===== src/rtl/path_token_filter_fnv1a_hash_macros.svh =====
// assertion macros for the path token filter
`ifndef PATH_TOKEN_FILTER_FNV1A_HASH_MACROS_SVH
`define PATH_TOKEN_FILTER_FNV1A_HASH_MACROS_SVH
`ifndef SYNTHESIS
// same-cycle implication, checked out of reset
`define PTF_ASSERT_IMP(lbl, ante, cons, msg) \
    lbl: assert property (@(posedge i_clk) disable iff (!i_rst_n) (ante) |-> (cons)) \
        else $error(msg);
// next-cycle implication, checked out of reset
`define PTF_ASSERT_NXT(lbl, ante, cons, msg) \
    lbl: assert property (@(posedge i_clk) disable iff (!i_rst_n) (ante) |=> (cons)) \
        else $error(msg);
`else
`define PTF_ASSERT_IMP(lbl, ante, cons, msg)
`define PTF_ASSERT_NXT(lbl, ante, cons, msg)
`endif
`endif


===== src/rtl/ptf_fnv_pkg.sv =====
package ptf_fnv_pkg;

    localparam logic [31:0] FNV_BASIS = 32'd2166136261;
    localparam logic [31:0] FNV_PRIME = 32'd16777619;

    localparam logic [7:0] CH_SLASH  = 8'h2F;
    localparam logic [7:0] CH_BSLASH = 8'h5C;
    localparam logic [7:0] CH_DASH   = 8'h2D;
    localparam logic [7:0] CH_UNDER  = 8'h5F;

    // token length saturates here, meaning longer than four bytes
    localparam logic [2:0] LEN_OVER = 3'd5;
    localparam logic [2:0] LEN_FULL = 3'd4;

    localparam int RSV_COUNT = 8;

    // first byte of a token sits in element 0
    typedef logic [3:0][7:0] t_tok_chars;

    // reserved words, zero padded: hd hi hig med low slow mob hls
    localparam t_tok_chars RSV_WORDS [RSV_COUNT] = '{
        '{8'h00, 8'h00, 8'h64, 8'h68},
        '{8'h00, 8'h00, 8'h69, 8'h68},
        '{8'h00, 8'h67, 8'h69, 8'h68},
        '{8'h00, 8'h64, 8'h65, 8'h6D},
        '{8'h00, 8'h77, 8'h6F, 8'h6C},
        '{8'h77, 8'h6F, 8'h6C, 8'h73},
        '{8'h00, 8'h62, 8'h6F, 8'h6D},
        '{8'h00, 8'h73, 8'h6C, 8'h68}
    };

    localparam logic [2:0] RSV_LENS [RSV_COUNT] = '{
        3'd2, 3'd2, 3'd3, 3'd3, 3'd3, 3'd4, 3'd3, 3'd3
    };

    // bytes past the token length are always zero, so a full compare plus
    // a length match is an exact word match
    function automatic logic is_reserved(input t_tok_chars chars, input logic [2:0] len);
        logic hit;
        hit = 1'b0;
        for (int w = 0; w < RSV_COUNT; w++) begin
            if (len == RSV_LENS[w] && chars == RSV_WORDS[w]) begin
                hit = 1'b1;
            end
        end
        return hit;
    endfunction

    // value below 72 reduced mod 9 by three conditional subtracts
    function automatic logic [3:0] mod9_small(input logic [6:0] v);
        logic [6:0] t;
        t = v;
        if (t >= 7'd36) begin
            t = t - 7'd36;
        end
        if (t >= 7'd18) begin
            t = t - 7'd18;
        end
        if (t >= 7'd9) begin
            t = t - 7'd9;
        end
        return t[3:0];
    endfunction

endpackage


===== src/rtl/path_token_filter_fnv1a_hash.sv =====
// path token filter with fnv-1a hash
//
// input channel: i_valid / o_stall carry one byte of a file name per
// transaction (i_name_byte), with i_is_last on the final byte. a slash or
// backslash drops everything before it, the remaining segment is split at
// '-' and '_', reserved tokens are removed and the rest is hashed with
// 32-bit fnv-1a over sign-extended bytes.
// output channel: o_valid / i_stall carry one transaction per name, issued
// for the last byte only: o_name_hash and o_phase_slot (hash mod 18).
// throughput: one byte per cycle while o_stall is low; the hash state loop
// (xor plus multiply by the constant prime) is combinational logic between
// the state registers. the result passes the final-hash register, the mod-18
// fold register and the output register.
// reset clears the hash state to the offset basis and empties the
// pipeline. a stall on the output holds the result; the three result
// stages keep absorbing names until all are full, then o_stall rises.
// a name is finished by its last byte, the next byte starts a fresh name.
`include "path_token_filter_fnv1a_hash_macros.svh"

module path_token_filter_fnv1a_hash (
    input  logic        i_clk,
    input  logic        i_rst_n,
    input  logic        i_valid,
    output logic        o_stall,
    input  logic [7:0]  i_name_byte,
    input  logic        i_is_last,
    output logic        o_valid,
    input  logic        i_stall,
    output logic [31:0] o_name_hash,
    output logic [4:0]  o_phase_slot
);

    // token and hash state
    logic [31:0]             r_comm_hash;
    logic [31:0]             r_spec_hash;
    ptf_fnv_pkg::t_tok_chars r_tok_chars;
    logic [2:0]              r_tok_len;
    logic                    r_at_start;

    // result pipeline
    logic        r_a_valid;
    logic [31:0] r_a_hash;
    logic        r_b_valid;
    logic [31:0] r_b_hash;
    logic [6:0]  r_b_fold;
    logic        r_out_valid;
    logic [31:0] r_out_hash;
    logic [4:0]  r_out_slot;

    logic w_out_ready;
    logic w_b_ready;
    logic w_a_ready;
    logic w_accept;

    // per-byte next state
    logic                    w_is_sep;
    logic                    w_is_delim;
    logic                    w_append;
    logic [31:0]             w_ext;
    logic [31:0]             w_spec_app;
    ptf_fnv_pkg::t_tok_chars w_chars_app;
    logic [2:0]              w_len_app;

    logic [31:0]             n_comm_hash;
    logic [31:0]             n_spec_hash;
    ptf_fnv_pkg::t_tok_chars n_tok_chars;
    logic [2:0]              n_tok_len;
    logic                    n_at_start;
    logic [31:0]             n_final_hash;

    // mod-18 fold
    logic [30:0] w_half;
    logic [8:0]  w_sum6;
    logic [6:0]  w_fold;
    logic [3:0]  w_mod9;

    // handshake: each stage moves when it is empty or its successor moves
    assign w_out_ready = !r_out_valid || !i_stall;
    assign w_b_ready   = !r_b_valid || w_out_ready;
    assign w_a_ready   = !r_a_valid || w_b_ready;
    assign o_stall     = !w_a_ready;
    assign w_accept    = i_valid && w_a_ready;

    // byte classification
    assign w_is_sep   = (i_name_byte == ptf_fnv_pkg::CH_SLASH)
                     || (i_name_byte == ptf_fnv_pkg::CH_BSLASH);
    assign w_is_delim = (i_name_byte == ptf_fnv_pkg::CH_DASH)
                     || (i_name_byte == ptf_fnv_pkg::CH_UNDER);
    // a delimiter that opens the segment is plain data
    assign w_append   = !w_is_sep && (r_at_start || !w_is_delim);

    // hash step over the sign-extended byte
    assign w_ext      = {{24{i_name_byte[7]}}, i_name_byte};
    assign w_spec_app = (r_spec_hash ^ w_ext) * ptf_fnv_pkg::FNV_PRIME;

    // only the first four bytes of a token are kept for the reserved compare
    always_comb begin
        w_chars_app = r_tok_chars;
        if (r_tok_len < ptf_fnv_pkg::LEN_FULL) begin
            w_chars_app[r_tok_len[1:0]] = i_name_byte;
        end
        w_len_app = (r_tok_len < ptf_fnv_pkg::LEN_OVER) ? r_tok_len + 3'd1 : r_tok_len;
    end

    always_comb begin
        n_comm_hash  = r_comm_hash;
        n_spec_hash  = r_spec_hash;
        n_tok_chars  = r_tok_chars;
        n_tok_len    = r_tok_len;
        n_at_start   = r_at_start;
        n_final_hash = ptf_fnv_pkg::FNV_BASIS;

        if (w_is_sep) begin
            n_comm_hash = ptf_fnv_pkg::FNV_BASIS;
            n_spec_hash = ptf_fnv_pkg::FNV_BASIS;
            n_tok_chars = '0;
            n_tok_len   = '0;
            n_at_start  = 1'b1;
        end else if (w_append) begin
            n_spec_hash = w_spec_app;
            n_tok_chars = w_chars_app;
            n_tok_len   = w_len_app;
            n_at_start  = 1'b0;
        end else begin
            // token end: keep it unless empty or reserved
            if (r_tok_len != 3'd0 && !ptf_fnv_pkg::is_reserved(r_tok_chars, r_tok_len)) begin
                n_comm_hash = r_spec_hash;
            end else begin
                n_spec_hash = r_comm_hash;
            end
            n_tok_chars = '0;
            n_tok_len   = '0;
        end

        // the last byte closes the open token as well
        if (n_tok_len != 3'd0 && !ptf_fnv_pkg::is_reserved(n_tok_chars, n_tok_len)) begin
            n_final_hash = n_spec_hash;
        end else begin
            n_final_hash = n_comm_hash;
        end
    end

    // state update; a finished name returns to the reset state
    always_ff @(posedge i_clk) begin
        if (!i_rst_n) begin
            r_comm_hash <= ptf_fnv_pkg::FNV_BASIS;
            r_spec_hash <= ptf_fnv_pkg::FNV_BASIS;
            r_tok_chars <= '0;
            r_tok_len   <= '0;
            r_at_start  <= 1'b1;
        end else if (w_accept) begin
            if (i_is_last) begin
                r_comm_hash <= ptf_fnv_pkg::FNV_BASIS;
                r_spec_hash <= ptf_fnv_pkg::FNV_BASIS;
                r_tok_chars <= '0;
                r_tok_len   <= '0;
                r_at_start  <= 1'b1;
            end else begin
                r_comm_hash <= n_comm_hash;
                r_spec_hash <= n_spec_hash;
                r_tok_chars <= n_tok_chars;
                r_tok_len   <= n_tok_len;
                r_at_start  <= n_at_start;
            end
        end
    end

    // hash mod 18 = 2 * ((hash >> 1) mod 9) + hash[0]; 64 is 1 mod 9, so
    // summing 6-bit digits keeps the residue
    assign w_half = r_a_hash[31:1];
    assign w_sum6 = 9'(w_half[5:0]) + 9'(w_half[11:6]) + 9'(w_half[17:12])
                  + 9'(w_half[23:18]) + 9'(w_half[29:24]) + 9'(w_half[30]);
    assign w_fold = 7'(w_sum6[5:0]) + 7'(w_sum6[8:6]);
    assign w_mod9 = ptf_fnv_pkg::mod9_small(r_b_fold);

    // valid bits of the result stages
    always_ff @(posedge i_clk) begin
        if (!i_rst_n) begin
            r_a_valid   <= 1'b0;
            r_b_valid   <= 1'b0;
            r_out_valid <= 1'b0;
        end else begin
            if (w_a_ready) begin
                r_a_valid <= w_accept && i_is_last;
            end
            if (w_b_ready) begin
                r_b_valid <= r_a_valid;
            end
            if (w_out_ready) begin
                r_out_valid <= r_b_valid;
            end
        end
    end

    // payloads, held while their stage waits
    always_ff @(posedge i_clk) begin
        if (w_a_ready) begin
            r_a_hash <= n_final_hash;
        end
        if (w_b_ready) begin
            r_b_hash <= r_a_hash;
            r_b_fold <= w_fold;
        end
        if (w_out_ready) begin
            r_out_hash <= r_b_hash;
            r_out_slot <= {w_mod9, r_b_hash[0]};
        end
    end

    assign o_valid      = r_out_valid;
    assign o_name_hash  = r_out_hash;
    assign o_phase_slot = r_out_slot;

    // checks
    `PTF_ASSERT_IMP(a_slot_range, o_valid, o_phase_slot <= 5'd17, "phase slot out of range")
    `PTF_ASSERT_IMP(a_empty_tok_sync, r_tok_len == 3'd0,
        r_spec_hash == r_comm_hash, "hash state split with no open token")
    `PTF_ASSERT_NXT(a_name_restart, w_accept && i_is_last,
        r_at_start && r_tok_len == 3'd0 && r_comm_hash == ptf_fnv_pkg::FNV_BASIS,
        "state not cleared after last byte")

endmodule


===== config.mk =====
export PLATFORM = sky130hd
export DESIGN_NAME = path_token_filter_fnv1a_hash
export DESIGN_NICKNAME = d
export VERILOG_FILES = /design/src/rtl/ptf_fnv_pkg.sv /design/src/rtl/path_token_filter_fnv1a_hash.sv
export VERILOG_INCLUDE_DIRS = /design/src /design/src/rtl
export SDC_FILE = /design/constraint.sdc
export NUM_CORES = 1
export LEC_CHECK = 0
export ABC_AREA = 1
export BUFFER_PORTS_ARGS = -buffer_cell sky130_fd_sc_hd__clkbuf_2
export CORE_MARGIN = 5
export CORE_UTILIZATION = 30
export DETAILED_ROUTE_END_ITERATION = 8
export GPL_TIMING_DRIVEN = 1
export PLACE_DENSITY = 0.43
export RECOVER_POWER = 50
export SLEW_MARGIN = 20
export SYNTH_ARGS = -nofsm -noshare
export SYNTH_HDL_FRONTEND = slang
export SYNTH_SLANG_ARGS = --single-unit

===== constraint.sdc =====
create_clock -name i_clk -period 12.1 [get_ports i_clk]
set_clock_uncertainty 0.1 [all_clocks]
set_input_delay 0.605 -clock i_clk [delete_from_list [all_inputs] [get_ports i_clk]]
set_output_delay 0.605 -clock i_clk [all_outputs]
set_load 0.02 [all_outputs]

Yosys cells after proc, flatten, opt, wreduce, memory -nomap -nowiden
Cells that the tools add are included.
{ "totals": {"ff_bits": 211, "inputBits": 13, "output_inout_bits": 39, "elab_cells": 145} }
{ "classes": {"n_addsub": 10, "n_mul": 1, "order_cmp": 7, "n_eq_ne": 26, "muxes": 43, "bitwise": 1, "reduce_logical": 41} }
{ "op_table": {"columns": ["cell", "count"], "rows": [
  ["32-bit two-way mux", 12],
  ["32-bit by 23-bit == test with 1-bit output, second input constant", 10],
  ["32-bit by 15-bit == test with 1-bit output, second input constant", 4],
  ["32-bit by 31-bit == test with 1-bit output, second input constant", 2],
  ["32-bit bitwise mux", 1],
  ["32-bit by 25-bit multiplier with 32-bit output, second input constant", 1],
  ["32-bit XOR", 1],
  ["1-bit logical AND", 22],
  ["1-bit two-way mux", 21],
  ["8-bit demux with 2-bit select", 1],
  ["8-bit by 6-bit == test with 1-bit output, second input constant", 2],
  ["8-bit by 7-bit == test with 1-bit output, second input constant", 2],
  ["7-bit two-way mux", 2],
  ["3-bit by 2-bit == test with 1-bit output, second input constant", 4],
  ["3-bit two-way mux", 4],
  ["8-bit by 6-bit adder with 9-bit output", 1],
  ["9-bit by 1-bit adder with 9-bit output", 1],
  ["9-bit by 6-bit adder with 9-bit output", 1],
  ["1-bit logical NOT", 9],
  ["3-bit nonzero test", 3],
  ["7-bit by 6-bit adder with 8-bit output", 1],
  ["8-bit two-way mux", 1],
  ["6-bit by 3-bit adder with 7-bit output", 1],
  ["6-bit by 6-bit adder with 7-bit output", 1],
  ["14 further kinds", 21]
]} }

Logic depth before layout (Yosys ltp)
{ "depth": {"word_depth": 21, "mapped_depth": 30, "depth_no_buf": 27} }

Least setup slack after synthesis
Ideal clock, no wire load.
{ "synth_path": {"path_type": "input to register", "start": "input i_name_byte[7]", "end": "register r_a_hash[18], data pin", "setup_ns": 0.253, "arrival_ns": 5.655, "required_time_ns": 11.747, "slack_ns": 6.092, "path_stages": 26, "path_buffers": 3, "cell_sequence": "buf_4 -> buf_1 -> buf_2 -> xnor2_1 -> inv_1 -> ha_1 -> fa_1 -> ha_1 -> fa_1 -> ha_1 -> inv_1 -> fa_1 -> inv_1 -> ha_1 -> nand2_1 -> nand2_1 -> a31oi_1 -> nand3_1 -> a21oi_1 -> inv_1 -> nand2_1 -> nand2_1 -> o21ai_0 -> nand3_1 -> nand2_1 -> nand2_1"} }
{ "synth_between": {"elab_chain_len": 20, "elab_cells_between_ends": 53, "classes_between": "mul: 1; eq/ne: 15; mux: 19; bitwise: 1; reduce/logical: 17"} }
{ "synth_rtl": {"columns": ["item", "line", "source"], "rows": [
  ["start, declared", "path_token_filter_fnv1a_hash.sv:25", "input logic [7:0] i_name_byte,"],
  ["parallel branches: the longest is 19 deep, another holds 32-bit by 25-bit multiplier with 32-bit output", null, null],
  ["32-bit two-way mux (*)", "path_token_filter_fnv1a_hash.sv:136", "if (n_tok_len != 3'd0 && !ptf_fnv_pkg::is_reserved(n_tok_chars, n_tok_len)) begin"],
  ["net n_final_hash[18]", "path_token_filter_fnv1a_hash.sv:69", "logic [31:0] n_final_hash;"],
  ["end signal, assigned", "path_token_filter_fnv1a_hash.sv:198", "r_a_hash <= n_final_hash;"],
  ["end, declared", "path_token_filter_fnv1a_hash.sv:42", "logic [31:0] r_a_hash;"]
]} }
Mark *: on every way through the listed nets, which the timed path passes.
A chain may end at the register's enable or synchronous reset.

Worst setup path in the final report
{ "layout_path": {"start": "input i_name_byte[7]", "end": "register r_a_hash[26], data pin"} }
The elaborated chain is that of the path after synthesis.

==> flow_metrics.py <==
metrics = {
    "status": {
        "status": "finished, violations left",
        "violations": "max-capacitance violations, max-slew violations",
    },
    "synthesis": {
        "avgSynthCellArea_sq_um": 7.60,
        "synthTopCellsByCount": "nand2_1, inv_1, nor2_1",
        "synth_top_area_share_pct": 18.0,
        "ys.warnings.count": 0,
        "netlist_instances": 2350,
        "ys_seq_elements": 210,
        "synth_top_cell_by_area": "edfxtp_1",
        "ys_async_sr_fraction_pct": 0,
        "synthFlopType": "edfxtp_1",
        "synth_area_sq_um": 17900,
        "ys_seq_area_share_pct": 29.5,
        "yosysMostFrequentCell": "nand2_1",
        "synth_cell_types": 51,
        "synth_area_leaders": "edfxtp_1, ha_1, nand2_1",
        "synth_edf_count": 107,
        "syn_nets": 2624,
    },
    "clock_tree": {
        "post_cts_buffers": 0,
        "cts_tree": "yes",
        "clockBufferDepth": 3,
        "cts_sinks": 210,
        "cts_hold_buf": 0,
        "insertion_delay_ps": 560,
        "cts_resized": 0,
        "htree_levels": 1,
        "numCtsBuffers": 26,
        "clkTransAtPathRegs_ps": 60,
        "cts_root_buf": "clkbuf_16",
    },
    "sta": {
        "rsz0062_at_grt": "no",
        "slew_headroom_pct": -44.3,
        "tightest_slew_ps": 2160,
        "setup_viol": 0,
        "slew_viol_final": 80,
        "max_freq_ghz": 0.156,
        "min_period_ps": 6420,
        "hold_violations": 0,
        "setup_tns_ps": 0,
        "post-route-period-util_pct": 53.1,
    },
    "placed_design": {
        "gp_congestion": 0.957,
        "port_buffers": 51,
        "hpwl_mm": 45.0,
    },
    "floorplanning": {
        "start_util_pct": 30.3,
        "fp.dieW_um": 254,
        "ios": 52,
        "rows": 89,
        "die-area_sq_um": 64500,
        "core-area_sq_um": 59000,
        "die_h_um": 254,
    },
    "global_routing": {
        "grt_antenna_before_repair": 4,
        "grt_pass1_wl_mm": 89.4,
        "grtUsageTotal_pct": 17.8,
        "grt-ovfl-total": 0,
        "grt_max_degree": 72,
        "grt_pass1_vias": 14700,
    },
    "run": {
        "drv_cap": 2,
    },
    "finish": {
        "fill_cells": 6341,
        "n_antenna_cell": 0,
        "area_delta_synth_final_pct": 10.0,
        "nets": 2623,
        "drive_above_1_share_pct": 4.56,
    },
    "worst_hold_path": {
        "min_path_type": "in -> reg",
    },
    "routing": {
        "vias_per_cell": 4.81,
        "drt_pass1_iterations": 5,
        "totalWireLength_mm": 57.9,
        "wire_per_inst_um": 18.4,
        "drtIter0Drc": 897,
        "vias": 15100,
        "drc": 0,
        "ant_nets": 0,
    },
    "critical_path": {
        "crit_path_start_kind": "input port",
        "critical_path_class": "in -> reg",
        "cp.arrival_ps": 6600,
        "crit_fanout": 28,
        "endpoint_kind": "register",
        "required_ps": 12280,
    },
}
## placed cells by master, fill, tap and decap left out, types with 4 or more instances in the layout
cell type	instances
o21bai_1	7
buf_4	17
ha_1	168
nand3_1	157
nand3b_1	8
o21ai_1	5
o21a_1	4
dfxtp_1	103
o21ai_0	68
nand4_1	52
nor4_1	4
fa_1	93
or2_2	6
a31oi_1	4
edfxtp_1	107
clkbuf_16	28
inv_2	5
nor2_2	4
xnor2_1	26
o211ai_1	17
xor2_1	75
nand2_1	549
bufinv_16	4
a21oi_1	151
inv_1	375
clkbuf_2	13
nor2_1	207
nor3_1	15
nor2_4	4
nand2_2	9
clkbuf_1	47
## final cells by class
class | instances | area [sq um] | share of cell area (%)
Clock inverter | 12 | 178 | 0.904
Timing Repair Buffer | 69 | 339 | 1.73
Clock buffer | 36 | 731 | 3.72
Tap cell | 773 | 967 | 4.92
Multi-Input combinational cell | 1660 | 10700 | 54.6
Sequential cell | 210 | 5280 | 26.8
Inverter | 382 | 1440 | 7.31
## layer usage
metal  routed length [um]  global-route usage, %  vias to the layer above
li1                     -                      -                     7526
met1                28400                   26.2                     7199
met2                26400                   29.0                      309
met3                 2190                   1.49                       63
met4                  897                   2.93                        6
met5                   39                      0                        -
## registers in the layout, summed over array words and instances (netlist names)
name / count
r_a_valid: 1
r_spec_hash: 32
o_valid: 1
r_tok_len: 3
r_comm_hash: 32
o_name_hash: 32
r_b_hash: 32
r_b_fold: 7
r_a_hash: 32
r_b_valid: 1
o_phase_slot: 4
r_at_start: 1
r_tok_chars: 32
## final timing paths
kind | start | end | slack (ps) | cells after the start
max | i_name_byte[7] | r_a_hash[26] | 5680 | 24
min | i_rst_n | r_a_valid | 210 | 3
max reg2reg | r_spec_hash[2] | r_a_hash[29] | 5740 | 23
min reg2reg | r_b_hash[7] | o_name_hash[7] | 320 | 0
## cells by family (layout without fill, tap and decap cells)
logic type | after synthesis | after routing | synth area share, %
flops | 210 | 210 | 29.5
compound gates | 267 | 267 | 8.10
buf+inv | 480 | 499 | 10.5
xor+xnor | 101 | 101 | 4.95
fa+ha+maj | 261 | 261 | 22.2
simple gates | 1031 | 1031 | 24.7
## critical path, cell delays in order
cell	delay [ps]
clkbuf_2	510
xnor2_1	610
inv_1	210
ha_1	250
ha_1	310
fa_1	440
ha_1	230
fa_1	470
ha_1	290
inv_1	50
fa_1	520
inv_1	40
ha_1	360
a21oi_1	280
a21boi_0	380
o21ai_0	170
nand2_1	90
nand3_1	110
a21oi_1	130
o21ai_0	200
nand2_1	110
nor2_1	40
nand2_1	70
nand2_1	110
## through the flow
step	util [%]	std cells	hold slack, ps	area [sq um]	worst slack, ps
3_3_place_gp	31.9	3094	302	18800	5040
3_5_place_dp	31.9	3094	305	18800	5040
6_report	33.3	3142	213	19700	5680
5_1_grt	33.3	3142	213	19700	5160
2_1_floorplan	-	2350	300	17900	6090
4_1_cts	33.4	3142	185	19700	5620
Power is not shown: default switching activity piles up to over one toggle a cycle in this logic, so the estimate is an artifact.
